File: config.mk
export PLATFORM = sky130hd
export DESIGN_NAME = clipped_rect_pixel_write_flat
export DESIGN_NICKNAME = d
export VERILOG_FILES = /design/src/rtl/crpw_pkg.sv /design/src/rtl/crpw_ifs.sv /design/src/rtl/crpw_front.sv /design/src/rtl/crpw_queue.sv /design/src/rtl/crpw_back.sv /design/src/rtl/clipped_rect_pixel_write.sv /design/src/flat_wrapper.sv
export SDC_FILE = /design/constraint.sdc
export NUM_CORES = 1
export LEC_CHECK = 0
export CORE_MARGIN = 2
export CORE_UTILIZATION = 70
export CTS_CLUSTER_SIZE = 40
export DETAILED_ROUTE_END_ITERATION = 16
export DONT_BUFFER_PORTS = 1
export PLACE_DENSITY = 0.95
export SLEW_MARGIN = 20
export SYNTH_ARGS = -nofsm -noshare
export SYNTH_HDL_FRONTEND = slang
export SYNTH_SLANG_ARGS = --single-unit
export TNS_END_PERCENT = 1
File: constraint.sdc
create_clock -name clock -period 16.1 [get_ports clock]
set_input_delay 1.61 -clock clock [delete_from_list [all_inputs] [get_ports clock]]
set_output_delay 1.61 -clock clock [all_outputs]
set_load 0.02 [all_outputs]
File: src/rtl/crpw_pkg.sv
// Shared types, constants and helper functions for the clipped rectangle pixel write block.
// Has no dependencies. Every other file of the block refers to it by scoped names.
package crpw_pkg;

   // Largest image dimension accepted. Larger register values are clamped to it.
   localparam int MAX_DIM    = 1024;
   localparam int PIXEL_BITS = 16;
   localparam int BYTE_BITS  = 8;

   // Widths fixed by the interface.
   localparam int CFG_W      = 11;
   localparam int COORD_W    = 16;
   localparam int SIZE_W     = 15;
   localparam int ADDR_W     = 20;
   localparam int REDRAW_W   = 10;
   localparam int CSR_IDX_W  = 2;

   // Derived internal widths.
   localparam int DIM_W      = $clog2(MAX_DIM + 1);
   localparam int IDX_W      = $clog2(MAX_DIM);
   localparam int ROW_W      = COORD_W + 1;
   localparam int COL_W      = COORD_W + 1;
   localparam int PROD_W     = IDX_W + DIM_W;
   localparam int SUM_W      = PROD_W + 1;

   // Depth of the queue between front and back.
   localparam int QUEUE_DEPTH = 2;
   localparam int QPTR_W      = $clog2(QUEUE_DEPTH);
   localparam int QCNT_W      = $clog2(QUEUE_DEPTH + 1);

   // Item kinds.
   localparam logic ACTION_HEADER = 1'b0;
   localparam logic ACTION_PIXEL  = 1'b1;

   // Configuration register indexes.
   localparam logic [CSR_IDX_W-1:0] CSR_IMAGE_WIDTH  = 2'd0;
   localparam logic [CSR_IDX_W-1:0] CSR_IMAGE_HEIGHT = 2'd1;
   localparam logic [CSR_IDX_W-1:0] CSR_DEPTH_IS_16  = 2'd2;

   localparam logic [CFG_W-1:0] IMAGE_WIDTH_RESET  = CFG_W'(1024);
   localparam logic [CFG_W-1:0] IMAGE_HEIGHT_RESET = CFG_W'(1024);

   // Image geometry as seen by the datapath, already clamped.
   typedef struct packed {
      logic [DIM_W-1:0] width;
      logic [DIM_W-1:0] height;
      logic             depth_is_16;
   } cfg_type;

   // One classified pixel, passed from front to back.
   typedef struct packed {
      logic                  keep;
      logic [IDX_W-1:0]      row_index;
      logic [IDX_W-1:0]      col_index;
      logic [PIXEL_BITS-1:0] data;
      logic                  row_redraw;
      logic [REDRAW_W-1:0]   redraw_row_index;
      logic                  transfer_done;
   } work_type;

   // One finished result beat.
   typedef struct packed {
      logic                  write_enable;
      logic [ADDR_W-1:0]     write_address;
      logic [PIXEL_BITS-1:0] write_data;
      logic                  row_redraw;
      logic [REDRAW_W-1:0]   redraw_row_index;
      logic                  transfer_done;
   } result_type;

   // Clamps a raw dimension register to MAX_DIM.
   function automatic logic [DIM_W-1:0] clamp_dim(input logic [CFG_W-1:0] value);
      logic [CFG_W+DIM_W-1:0] wide;
      wide = (CFG_W+DIM_W)'(value);
      if (wide > (CFG_W+DIM_W)'(MAX_DIM)) begin
         return DIM_W'(MAX_DIM);
      end
      return DIM_W'(wide);
   endfunction

endpackage

File: src/rtl/crpw_ifs.sv
// Valid/ready channel interfaces for request beats and result beats.
// Depends on crpw_pkg for the field widths.
interface crpw_req_if;
   logic                                 valid;
   logic                                 ready;
   logic                                 action;
   logic signed [crpw_pkg::COORD_W-1:0]  start_column;
   logic signed [crpw_pkg::COORD_W-1:0]  start_row;
   logic [crpw_pkg::SIZE_W-1:0]          rect_width;
   logic [crpw_pkg::SIZE_W-1:0]          rect_height;
   logic [crpw_pkg::PIXEL_BITS-1:0]      pixel_value;

   modport source (
      output valid, action, start_column, start_row, rect_width, rect_height, pixel_value,
      input  ready
   );
   modport sink (
      input  valid, action, start_column, start_row, rect_width, rect_height, pixel_value,
      output ready
   );
endinterface

interface crpw_rsp_if;
   logic                            valid;
   logic                            ready;
   logic                            write_enable;
   logic [crpw_pkg::ADDR_W-1:0]     write_address;
   logic [crpw_pkg::PIXEL_BITS-1:0] write_data;
   logic                            row_redraw;
   logic [crpw_pkg::REDRAW_W-1:0]   redraw_row_index;
   logic                            transfer_done;

   modport source (
      output valid, write_enable, write_address, write_data, row_redraw,
             redraw_row_index, transfer_done,
      input  ready
   );
   modport sink (
      input  valid, write_enable, write_address, write_data, row_redraw,
             redraw_row_index, transfer_done,
      output ready
   );
endinterface

File: src/rtl/crpw_front.sv
// Front end: accepts request beats, tracks the open rectangle and clips each pixel.
// Depends on crpw_pkg and crpw_req_if; pushes classified pixels into crpw_queue.
module crpw_front (
   input  logic                 clock,
   input  logic                 reset,
   crpw_req_if.sink             req,
   input  crpw_pkg::cfg_type    cfg,
   input  logic                 push_ready,
   output logic                 push_valid,
   output crpw_pkg::work_type   push_data
);

   logic                                active_ff, active_in;
   logic [crpw_pkg::COORD_W-1:0]        origin_ff, origin_in;
   logic [crpw_pkg::SIZE_W-1:0]         line_width_ff, line_width_in;
   logic [crpw_pkg::SIZE_W-1:0]         rows_left_ff, rows_left_in;
   logic [crpw_pkg::ROW_W-1:0]          row_ff, row_in;
   logic [crpw_pkg::SIZE_W-1:0]         offset_ff, offset_in;

   logic                                accept;
   logic                                is_pixel;
   logic [crpw_pkg::COL_W-1:0]          col;
   logic [crpw_pkg::SIZE_W:0]           offset_next;
   logic                                row_ok;
   logic                                keep;
   logic                                last_in_row;
   logic                                last;

   assign req.ready  = push_ready;
   assign accept     = req.valid && req.ready;
   assign is_pixel   = (req.action == crpw_pkg::ACTION_PIXEL);
   assign push_valid = accept && is_pixel && active_ff;

   // Column and row tests are done on sign-extended values, so negative
   // coordinates fail the lower bound through their sign bit.
   assign col = {origin_ff[crpw_pkg::COORD_W-1], origin_ff}
                + crpw_pkg::COL_W'(offset_ff);
   assign offset_next = (crpw_pkg::SIZE_W+1)'(offset_ff) + (crpw_pkg::SIZE_W+1)'(1);
   assign row_ok = !row_ff[crpw_pkg::ROW_W-1]
                   && (row_ff < crpw_pkg::ROW_W'(cfg.height));
   assign keep = row_ok && !col[crpw_pkg::COL_W-1]
                 && (col < crpw_pkg::COL_W'(cfg.width));
   assign last_in_row = offset_next >= (crpw_pkg::SIZE_W+1)'(line_width_ff);
   assign last = last_in_row && (rows_left_ff <= crpw_pkg::SIZE_W'(1));

   always_comb begin
      push_data.keep       = keep;
      push_data.row_index  = row_ff[crpw_pkg::IDX_W-1:0];
      push_data.col_index  = col[crpw_pkg::IDX_W-1:0];
      if (!keep) begin
         push_data.data = '0;
      end else if (cfg.depth_is_16) begin
         push_data.data = req.pixel_value;
      end else begin
         push_data.data = crpw_pkg::PIXEL_BITS'(req.pixel_value >> crpw_pkg::BYTE_BITS);
      end
      push_data.row_redraw       = last_in_row && row_ok;
      push_data.redraw_row_index = (last_in_row && row_ok)
                                   ? row_ff[crpw_pkg::REDRAW_W-1:0] : '0;
      push_data.transfer_done    = last;
   end

   always_comb begin
      active_in     = active_ff;
      origin_in     = origin_ff;
      line_width_in = line_width_ff;
      rows_left_in  = rows_left_ff;
      row_in        = row_ff;
      offset_in     = offset_ff;
      if (accept && !is_pixel) begin
         origin_in     = req.start_column;
         row_in        = {req.start_row[crpw_pkg::COORD_W-1], req.start_row};
         line_width_in = req.rect_width;
         rows_left_in  = req.rect_height;
         offset_in     = '0;
         active_in     = (req.rect_width != '0) && (req.rect_height != '0);
      end else if (push_valid) begin
         if (last_in_row) begin
            offset_in = '0;
            row_in    = row_ff + crpw_pkg::ROW_W'(1);
            if (rows_left_ff != '0) begin
               rows_left_in = rows_left_ff - crpw_pkg::SIZE_W'(1);
            end
            if (last) begin
               active_in = 1'b0;
            end
         end else begin
            offset_in = offset_next[crpw_pkg::SIZE_W-1:0];
         end
      end
   end

   always_ff @(posedge clock) begin
      if (reset) begin
         active_ff     <= 1'b0;
         origin_ff     <= '0;
         line_width_ff <= '0;
         rows_left_ff  <= '0;
         row_ff        <= '0;
         offset_ff     <= '0;
      end else begin
         active_ff     <= active_in;
         origin_ff     <= origin_in;
         line_width_ff <= line_width_in;
         rows_left_ff  <= rows_left_in;
         row_ff        <= row_in;
         offset_ff     <= offset_in;
      end
   end

endmodule

File: src/rtl/crpw_queue.sv
// Short first-in first-out queue of classified pixels between front and back.
// Depends on crpw_pkg for the entry type and depth.
module crpw_queue (
   input  logic                 clock,
   input  logic                 reset,
   input  logic                 push_valid,
   input  crpw_pkg::work_type   push_data,
   output logic                 push_ready,
   input  logic                 pop,
   output logic                 head_valid,
   output crpw_pkg::work_type   head_data
);

   crpw_pkg::work_type                entries_ff [crpw_pkg::QUEUE_DEPTH];
   logic [crpw_pkg::QPTR_W-1:0]       wr_ptr_ff, wr_ptr_in;
   logic [crpw_pkg::QPTR_W-1:0]       rd_ptr_ff, rd_ptr_in;
   logic [crpw_pkg::QCNT_W-1:0]       count_ff, count_in;
   logic                              do_push;
   logic                              do_pop;

   assign push_ready = count_ff < crpw_pkg::QCNT_W'(crpw_pkg::QUEUE_DEPTH);
   assign head_valid = count_ff != '0;
   assign head_data  = entries_ff[rd_ptr_ff];
   assign do_push    = push_valid && push_ready;
   assign do_pop     = pop && head_valid;

   always_comb begin
      wr_ptr_in = wr_ptr_ff;
      rd_ptr_in = rd_ptr_ff;
      count_in  = count_ff;
      if (do_push) begin
         wr_ptr_in = (wr_ptr_ff == crpw_pkg::QPTR_W'(crpw_pkg::QUEUE_DEPTH - 1))
                     ? '0 : wr_ptr_ff + crpw_pkg::QPTR_W'(1);
      end
      if (do_pop) begin
         rd_ptr_in = (rd_ptr_ff == crpw_pkg::QPTR_W'(crpw_pkg::QUEUE_DEPTH - 1))
                     ? '0 : rd_ptr_ff + crpw_pkg::QPTR_W'(1);
      end
      if (do_push && !do_pop) begin
         count_in = count_ff + crpw_pkg::QCNT_W'(1);
      end else if (do_pop && !do_push) begin
         count_in = count_ff - crpw_pkg::QCNT_W'(1);
      end
   end

   always_ff @(posedge clock) begin
      if (do_push) begin
         entries_ff[wr_ptr_ff] <= push_data;
      end
   end

   always_ff @(posedge clock) begin
      if (reset) begin
         wr_ptr_ff <= '0;
         rd_ptr_ff <= '0;
         count_ff  <= '0;
      end else begin
         wr_ptr_ff <= wr_ptr_in;
         rd_ptr_ff <= rd_ptr_in;
         count_ff  <= count_in;
      end
   end

endmodule

File: src/rtl/crpw_back.sv
// Back end: forms the frame address of each queued pixel and holds the result beat.
// Depends on crpw_pkg and crpw_rsp_if; pops entries from crpw_queue.
module crpw_back (
   input  logic                       clock,
   input  logic                       reset,
   input  logic [crpw_pkg::DIM_W-1:0] image_width,
   input  logic                       head_valid,
   input  crpw_pkg::work_type         head_data,
   output logic                       pop,
   crpw_rsp_if.source                 rsp
);

   logic                        out_valid_ff, out_valid_in;
   crpw_pkg::result_type        out_ff, out_in;
   logic [crpw_pkg::PROD_W-1:0] product;
   logic [crpw_pkg::SUM_W-1:0]  address_sum;

   // The output register takes a new beat whenever it is empty or its beat
   // is taken in the same cycle.
   assign pop = head_valid && (!out_valid_ff || rsp.ready);

   assign product     = crpw_pkg::PROD_W'(head_data.row_index)
                        * crpw_pkg::PROD_W'(image_width);
   assign address_sum = crpw_pkg::SUM_W'(product) + crpw_pkg::SUM_W'(head_data.col_index);

   always_comb begin
      out_in.write_enable     = head_data.keep;
      out_in.write_address    = head_data.keep ? crpw_pkg::ADDR_W'(address_sum) : '0;
      out_in.write_data       = head_data.data;
      out_in.row_redraw       = head_data.row_redraw;
      out_in.redraw_row_index = head_data.redraw_row_index;
      out_in.transfer_done    = head_data.transfer_done;
      if (pop) begin
         out_valid_in = 1'b1;
      end else if (rsp.ready) begin
         out_valid_in = 1'b0;
      end else begin
         out_valid_in = out_valid_ff;
      end
   end

   always_ff @(posedge clock) begin
      if (pop) begin
         out_ff <= out_in;
      end
   end

   always_ff @(posedge clock) begin
      if (reset) begin
         out_valid_ff <= 1'b0;
      end else begin
         out_valid_ff <= out_valid_in;
      end
   end

   assign rsp.valid            = out_valid_ff;
   assign rsp.write_enable     = out_ff.write_enable;
   assign rsp.write_address    = out_ff.write_address;
   assign rsp.write_data       = out_ff.write_data;
   assign rsp.row_redraw       = out_ff.row_redraw;
   assign rsp.redraw_row_index = out_ff.redraw_row_index;
   assign rsp.transfer_done    = out_ff.transfer_done;

endmodule

File: src/rtl/clipped_rect_pixel_write.sv
// Top level of the clipped rectangle pixel write block: configuration registers and wiring.
// Depends on crpw_pkg, crpw_ifs, crpw_front, crpw_queue and crpw_back.
//
// The block turns a stream of beats into frame-memory writes. A header beat opens a
// rectangle with a signed start column and row and an unsigned width and height; the
// pixel beats that follow are taken in row-major order. Every pixel of an open
// rectangle yields exactly one result beat: write_enable tells whether the pixel lands
// inside the image, and if so write_address is row times image width plus column and
// write_data is the pixel, or its high byte when depth_is_16 is clear. The last pixel
// of a row that lies inside the image height raises row_redraw with that row, and the
// last pixel of the rectangle raises transfer_done. Headers, and pixels that arrive
// with no rectangle open, give no result; an empty rectangle opens nothing. The block
// takes one beat every cycle while the queue has room. The front end clips a pixel and
// updates the row and column counters in the cycle that accepts it, and writes it into
// the queue at that edge. The back end, whose single multiplier forms the address,
// then loads it from the queue into the output register once that register is empty
// or its beat is being taken, and the result beat is presented from there. A two-entry
// queue between the two halves holds up to two clipped pixels, so the input keeps
// flowing while the result side stalls until the queue fills. Image width and height
// above the largest supported dimension are taken as that dimension. Configuration
// must be written only while no pixel is in flight.
module clipped_rect_pixel_write (
   input  logic                               clock,
   input  logic                               reset,
   crpw_req_if.sink                           req_chan,
   crpw_rsp_if.source                         rsp_chan,
   input  logic                               csr_write_enable,
   input  logic [crpw_pkg::CSR_IDX_W-1:0]     csr_index,
   input  logic [crpw_pkg::CFG_W-1:0]         csr_write_data
);

   // Raw register values, as written.
   logic [crpw_pkg::CFG_W-1:0] image_width_ff;
   logic [crpw_pkg::CFG_W-1:0] image_height_ff;
   logic                       depth_is_16_ff;

   crpw_pkg::cfg_type          cfg;
   logic                       push_valid;
   logic                       push_ready;
   crpw_pkg::work_type         push_data;
   logic                       pop;
   logic                       head_valid;
   crpw_pkg::work_type         head_data;

   // Writes to an index past the register list are dropped.
   always_ff @(posedge clock) begin
      if (reset) begin
         image_width_ff  <= crpw_pkg::IMAGE_WIDTH_RESET;
         image_height_ff <= crpw_pkg::IMAGE_HEIGHT_RESET;
         depth_is_16_ff  <= 1'b1;
      end else if (csr_write_enable) begin
         unique case (csr_index)
            crpw_pkg::CSR_IMAGE_WIDTH: begin
               image_width_ff <= csr_write_data;
            end
            crpw_pkg::CSR_IMAGE_HEIGHT: begin
               image_height_ff <= csr_write_data;
            end
            crpw_pkg::CSR_DEPTH_IS_16: begin
               depth_is_16_ff <= csr_write_data[0];
            end
            default: begin
            end
         endcase
      end
   end

   // The datapath only ever sees clamped dimensions.
   always_comb begin
      cfg.width       = crpw_pkg::clamp_dim(image_width_ff);
      cfg.height      = crpw_pkg::clamp_dim(image_height_ff);
      cfg.depth_is_16 = depth_is_16_ff;
   end

   crpw_front u_front (
      .clock      (clock),
      .reset      (reset),
      .req        (req_chan),
      .cfg        (cfg),
      .push_ready (push_ready),
      .push_valid (push_valid),
      .push_data  (push_data)
   );

   crpw_queue u_queue (
      .clock      (clock),
      .reset      (reset),
      .push_valid (push_valid),
      .push_data  (push_data),
      .push_ready (push_ready),
      .pop        (pop),
      .head_valid (head_valid),
      .head_data  (head_data)
   );

   crpw_back u_back (
      .clock       (clock),
      .reset       (reset),
      .image_width (cfg.width),
      .head_valid  (head_valid),
      .head_data   (head_data),
      .pop         (pop),
      .rsp         (rsp_chan)
   );

endmodule
File: src/flat_wrapper.sv
// flat-port wrapper written by rule: the top's interface ports become plain ports
module clipped_rect_pixel_write_flat 
  (clock, reset, csr_write_enable, csr_index, csr_write_data, req_chan_valid, req_chan_action, req_chan_start_column, req_chan_start_row, req_chan_rect_width, req_chan_rect_height, req_chan_pixel_value, req_chan_ready, rsp_chan_valid, rsp_chan_write_enable, rsp_chan_write_address, rsp_chan_write_data, rsp_chan_row_redraw, rsp_chan_redraw_row_index, rsp_chan_transfer_done, rsp_chan_ready);
  crpw_req_if req_chan_i ();
  crpw_rsp_if rsp_chan_i ();
  input  logic clock;
  input  logic reset;
  input  logic csr_write_enable;
  input  logic [crpw_pkg::CSR_IDX_W-1:0] csr_index;
  input  logic [crpw_pkg::CFG_W-1:0] csr_write_data;
  input wire logic [$bits(req_chan_i.valid)-1:0] req_chan_valid;
  input wire logic [$bits(req_chan_i.action)-1:0] req_chan_action;
  input wire logic [$bits(req_chan_i.start_column)-1:0] req_chan_start_column;
  input wire logic [$bits(req_chan_i.start_row)-1:0] req_chan_start_row;
  input wire logic [$bits(req_chan_i.rect_width)-1:0] req_chan_rect_width;
  input wire logic [$bits(req_chan_i.rect_height)-1:0] req_chan_rect_height;
  input wire logic [$bits(req_chan_i.pixel_value)-1:0] req_chan_pixel_value;
  output wire logic [$bits(req_chan_i.ready)-1:0] req_chan_ready;
  output wire logic [$bits(rsp_chan_i.valid)-1:0] rsp_chan_valid;
  output wire logic [$bits(rsp_chan_i.write_enable)-1:0] rsp_chan_write_enable;
  output wire logic [$bits(rsp_chan_i.write_address)-1:0] rsp_chan_write_address;
  output wire logic [$bits(rsp_chan_i.write_data)-1:0] rsp_chan_write_data;
  output wire logic [$bits(rsp_chan_i.row_redraw)-1:0] rsp_chan_row_redraw;
  output wire logic [$bits(rsp_chan_i.redraw_row_index)-1:0] rsp_chan_redraw_row_index;
  output wire logic [$bits(rsp_chan_i.transfer_done)-1:0] rsp_chan_transfer_done;
  input wire logic [$bits(rsp_chan_i.ready)-1:0] rsp_chan_ready;
  assign req_chan_i.valid = req_chan_valid;
  assign req_chan_i.action = req_chan_action;
  assign req_chan_i.start_column = req_chan_start_column;
  assign req_chan_i.start_row = req_chan_start_row;
  assign req_chan_i.rect_width = req_chan_rect_width;
  assign req_chan_i.rect_height = req_chan_rect_height;
  assign req_chan_i.pixel_value = req_chan_pixel_value;
  assign req_chan_ready = req_chan_i.ready;
  assign rsp_chan_valid = rsp_chan_i.valid;
  assign rsp_chan_write_enable = rsp_chan_i.write_enable;
  assign rsp_chan_write_address = rsp_chan_i.write_address;
  assign rsp_chan_write_data = rsp_chan_i.write_data;
  assign rsp_chan_row_redraw = rsp_chan_i.row_redraw;
  assign rsp_chan_redraw_row_index = rsp_chan_i.redraw_row_index;
  assign rsp_chan_transfer_done = rsp_chan_i.transfer_done;
  assign rsp_chan_i.ready = rsp_chan_ready;
  clipped_rect_pixel_write u_core (.clock(clock), .reset(reset), .req_chan(req_chan_i), .rsp_chan(rsp_chan_i), .csr_write_enable(csr_write_enable), .csr_index(csr_index), .csr_write_data(csr_write_data));
endmodule
==> results.cfg <==
[critical_path]
r2r-end = u_core.u_back.rsp.write_address[15]
critPathBufInv = 4
slowest_stage = a2111oi_0
critPathKind = reg -> reg
critPathTopFamily = adder cells
crit_path_end_kind = flop
cp_num_cells = 19
rr_worst_depth = 19
reg2reg_slack_ns = 9.22
path_max_fanout = 57
worstPathCellList = buf_4, mux2_2, nand2_1, fa_1, fa_1, inv_1, ha_1, fa_1, inv_1, fa_1, inv_1, ha_1, a2111oi_0, o21ai_0, a21o_1, and3_1, or2_2, a211oi_1, nor2_1
slowest_delay_ns = 0.72
start_kind = flop
worstSetupEndpoint = u_core.u_back.rsp.write_address[15]
worstPathRequired_ns = 16.38
cp_common_cell = fa_1
cp.arrival_ns = 7.17

[timing]
layout_min_cycle_time_ns = 6.88
fmax_ghz = 0.145
worstMarginPinSlew_ns = 1.07
slew_headroom = 0.287
drv_slew = 0
hold_viol_final = 0
setup_violations = 0
setup_tns_ns = 0
rsz0062_at_grt = no
period_share = 0.427
skew_ns = 0.0266

[floorplan]
die-area_sq_mm = 0.0239
io_pins = 148
initial_utilization = 0.708
rows = 55
die_w_microns = 155
core_sq_mm = 0.0224
fp.dieH_microns = 155

[place]
placedInstanceArea_sq_mm = 0.0161
hpwl_mm = 27.7
place.gp.congestion = 0.943
io_buffer_count = 0

[clock_network]
tritoncts = built
ctsHoldBuffers = 0
clkTransAtPathRegs_ns = 0.06
cts_buffers = 26
post_cts_buffers = 0
ctsResizeCount = 0
clkSinkCount = 255
clock-root-buffer = clkbuf_16
clk_path_buf_depth = 3
htree_num_levels = 1
clock_latency_ns = 0.56

[global_route]
grt_pass1_vias = 11800
grtUsageTotal = 0.320
grt_max_degree = 95
grt_pass1_wl_mm = 60.6
overflow = 0
antenna_found_initial = 0

[pwr]
p_clk_frac = 0.312
intPower_w = 0.00138
leakage_nw = 6.66
p_switching_w = 0.000700
power_frac_seq = 0.447
pwr-share-comb = 0.241
swShare = 0.336
powerDensity_mw_per_mm2 = 122
vdd_ir_drop_max_uv = 92.6

[routing]
wire_per_inst_microns = 20.6
num_vias = 12000
final_antenna_net_count = 0
drc = 0
via_per_inst = 6.41
wl_mm = 38.5
drtIter0Drc = 990
firstDrtPassIters = 6

[final_layout]
drive_gt1_frac = 0.0781
nets = 1857
antennaDiodeCount = 0
area_growth_pct = 7.15
stdcell_area_sq_mm = 0.0170

[logic_synthesis]
syn_avg_cell_area_sq_um = 9.94
synth_nets = 1888
async_reset_ff_frac = 0
yosysMostFrequentCell = nand2_1
syn-instance-count = 1599
synth-seq-area-share = 0.414
synth_top_area_frac = 0.278
ys_warn_count = 0
syn_area_sq_mm = 0.0159
yosys.area.top_type = edfxtp_1
synthDistinctLibCells = 67
synth-main-ff-cell = edfxtp_1
ys_ff_latch = 255
synth.area.top_cells = edfxtp_1 (28%), dfxtp_1 (14%), fa_1 (10%)
yosys-top-cells-count = nand2_1 (222), edfxtp_1 (147), nor2_1 (147), inv_1 (130), ha_1 (112)
synth-edff-count = 147

[hold_path]
min_path_type = reg -> reg

[status]
outcome = finished clean

[flow_run]
maxCapViolations = 0
## per-layer routing
layer	GRT usage	routed length [microns]	vias up
met1	0.420	15500	5783
met5	0	0	-
met2	0.532	18400	572
li1	-	-	5541
met3	0.0544	2980	108
met4	0.136	1640	0
## cell usage in the layout (no fill, tap or decap), drive strengths merged, types with 5 or more instances in the layout
| cell type | synthesis | routed |
|---|---|---|
| or3 | 17 | 17 |
| nand4 | 15 | 15 |
| a21o | 10 | 10 |
| o21a | 7 | 7 |
| and2 | 19 | 19 |
| nor4 | 24 | 24 |
| clkinv | 3 | 13 |
| fa | 80 | 80 |
| a311oi | 21 | 21 |
| ha | 112 | 112 |
| or4 | 11 | 11 |
| nor2b | 18 | 18 |
| a21oi | 90 | 90 |
| o31ai | 13 | 13 |
| o21ai | 42 | 42 |
| xnor2 | 25 | 25 |
| a211oi | 28 | 28 |
| bufinv | 0 | 5 |
| nor2 | 147 | 147 |
| and3 | 10 | 10 |
| nand2 | 223 | 223 |
| clkbuf | 52 | 30 |
| xor2 | 18 | 18 |
| dfxtp | 108 | 108 |
| or2 | 7 | 7 |
| nand3 | 30 | 30 |
| nand2b | 9 | 9 |
| o21bai | 6 | 6 |
| nor3b | 8 | 8 |
| edfxtp | 147 | 147 |
| mux2i | 34 | 34 |
| inv | 130 | 131 |
| mux2 | 42 | 42 |
| nor3 | 29 | 29 |
| buf | 15 | 8 |
## worst reg2reg max path, delay by kind of cell, from the launching register on
| family | cells | cell delay, ns |
|---|---|---|
| buf+inv | 4 | 0.78 |
| flops | 1 | 0.31 |
| mux | 1 | 0.53 |
| fa+ha+maj | 6 | 2.72 |
| compound gates | 4 | 1.61 |
| simple gates | 4 | 0.67 |
## worst min-delay path by stage
stage / startpoint / endpoint / depth (start not counted)
6_report: u_core.u_front.line_width_ff[14] / u_core.u_front.line_width_ff[14] / 2
5_1_grt: u_core.u_front.line_width_ff[3] / u_core.u_front.line_width_ff[3] / 2
4_1_cts: u_core.image_height_ff[0] / u_core.image_height_ff[0] / 2
3_5_place_dp: u_core.image_height_ff[0] / u_core.image_height_ff[0] / 2
3_3_place_gp: u_core.image_height_ff[0] / u_core.image_height_ff[0] / 2
2_1_floorplan: u_core.image_height_ff[0] / u_core.image_height_ff[0] / 2
## flip-flops by register name (all words and copies together), names as in the netlist, 2 cells and up, named ones only
name	cells
u_core.u_queue.entries_ff	98
u_core.u_front.rows_left_ff	15
u_core.u_front.offset_ff	15
u_core.u_back.rsp.redraw_row_index	10
u_core.u_back.rsp.write_data	16
u_core.u_front.origin_ff	16
u_core.image_height_ff	11
u_core.u_queue.count_ff	2
u_core.u_back.rsp.write_address	20
u_core.image_width_ff	11
u_core.u_front.line_width_ff	15
u_core.u_front.row_ff	17
## cells by family after synthesis
family | Yosys count | share of synthesized area
XOR/XNOR | 43 | 0.0237
buffers and inverters | 200 | 0.0478
multiplexers | 76 | 0.0512
AO/OA/AOI/OAI | 254 | 0.105
flip-flops | 255 | 0.414
AND/OR/NAND/NOR | 579 | 0.170
adder cells (fa/ha/maj) | 192 | 0.189
## area by class of cell
| class | count | area, sq um |
|---|---|---|
| clock inverter | 18 | 231 |
| clock buffer | 30 | 697 |
| multi-input combinational | 1144 | 8600 |
| sequential | 255 | 6580 |
| fill | 1510 | 5410 |
| timing repair buffer | 8 | 60.1 |
| tap | 285 | 357 |
| inverter | 133 | 500 |
## power by group through the flow
| stage | clock network, W | logic [W] | registers, W |
|---|---|---|---|
| 3_3_place_gp | 0 | 0.000469 | 0.000940 |
| 5_1_grt | 0.000679 | 0.000549 | 0.000941 |
| 2_1_floorplan | 0 | 0.000375 | 0.000926 |
| 3_5_place_dp | 0 | 0.000488 | 0.000944 |
| 4_1_cts | 0.000653 | 0.000495 | 0.000930 |
| 6_report | 0.000649 | 0.000503 | 0.000931 |
## through the flow
stage                     std cells   util  worst slack [ns]  total power, W  hold slack (ns)
after floorplan                1599      -              9.85         0.00130            0.432
after global placement         1825  0.717              9.55         0.00141            0.438
after detailed placement       1825  0.717              9.32         0.00143            0.440
after CTS                      1873  0.758              9.28         0.00208            0.450
after global routing           1873  0.759              8.99         0.00217            0.465
final                          1873  0.759              9.22         0.00208            0.451
No activity file was read; power rests on OpenSTA's default activity.
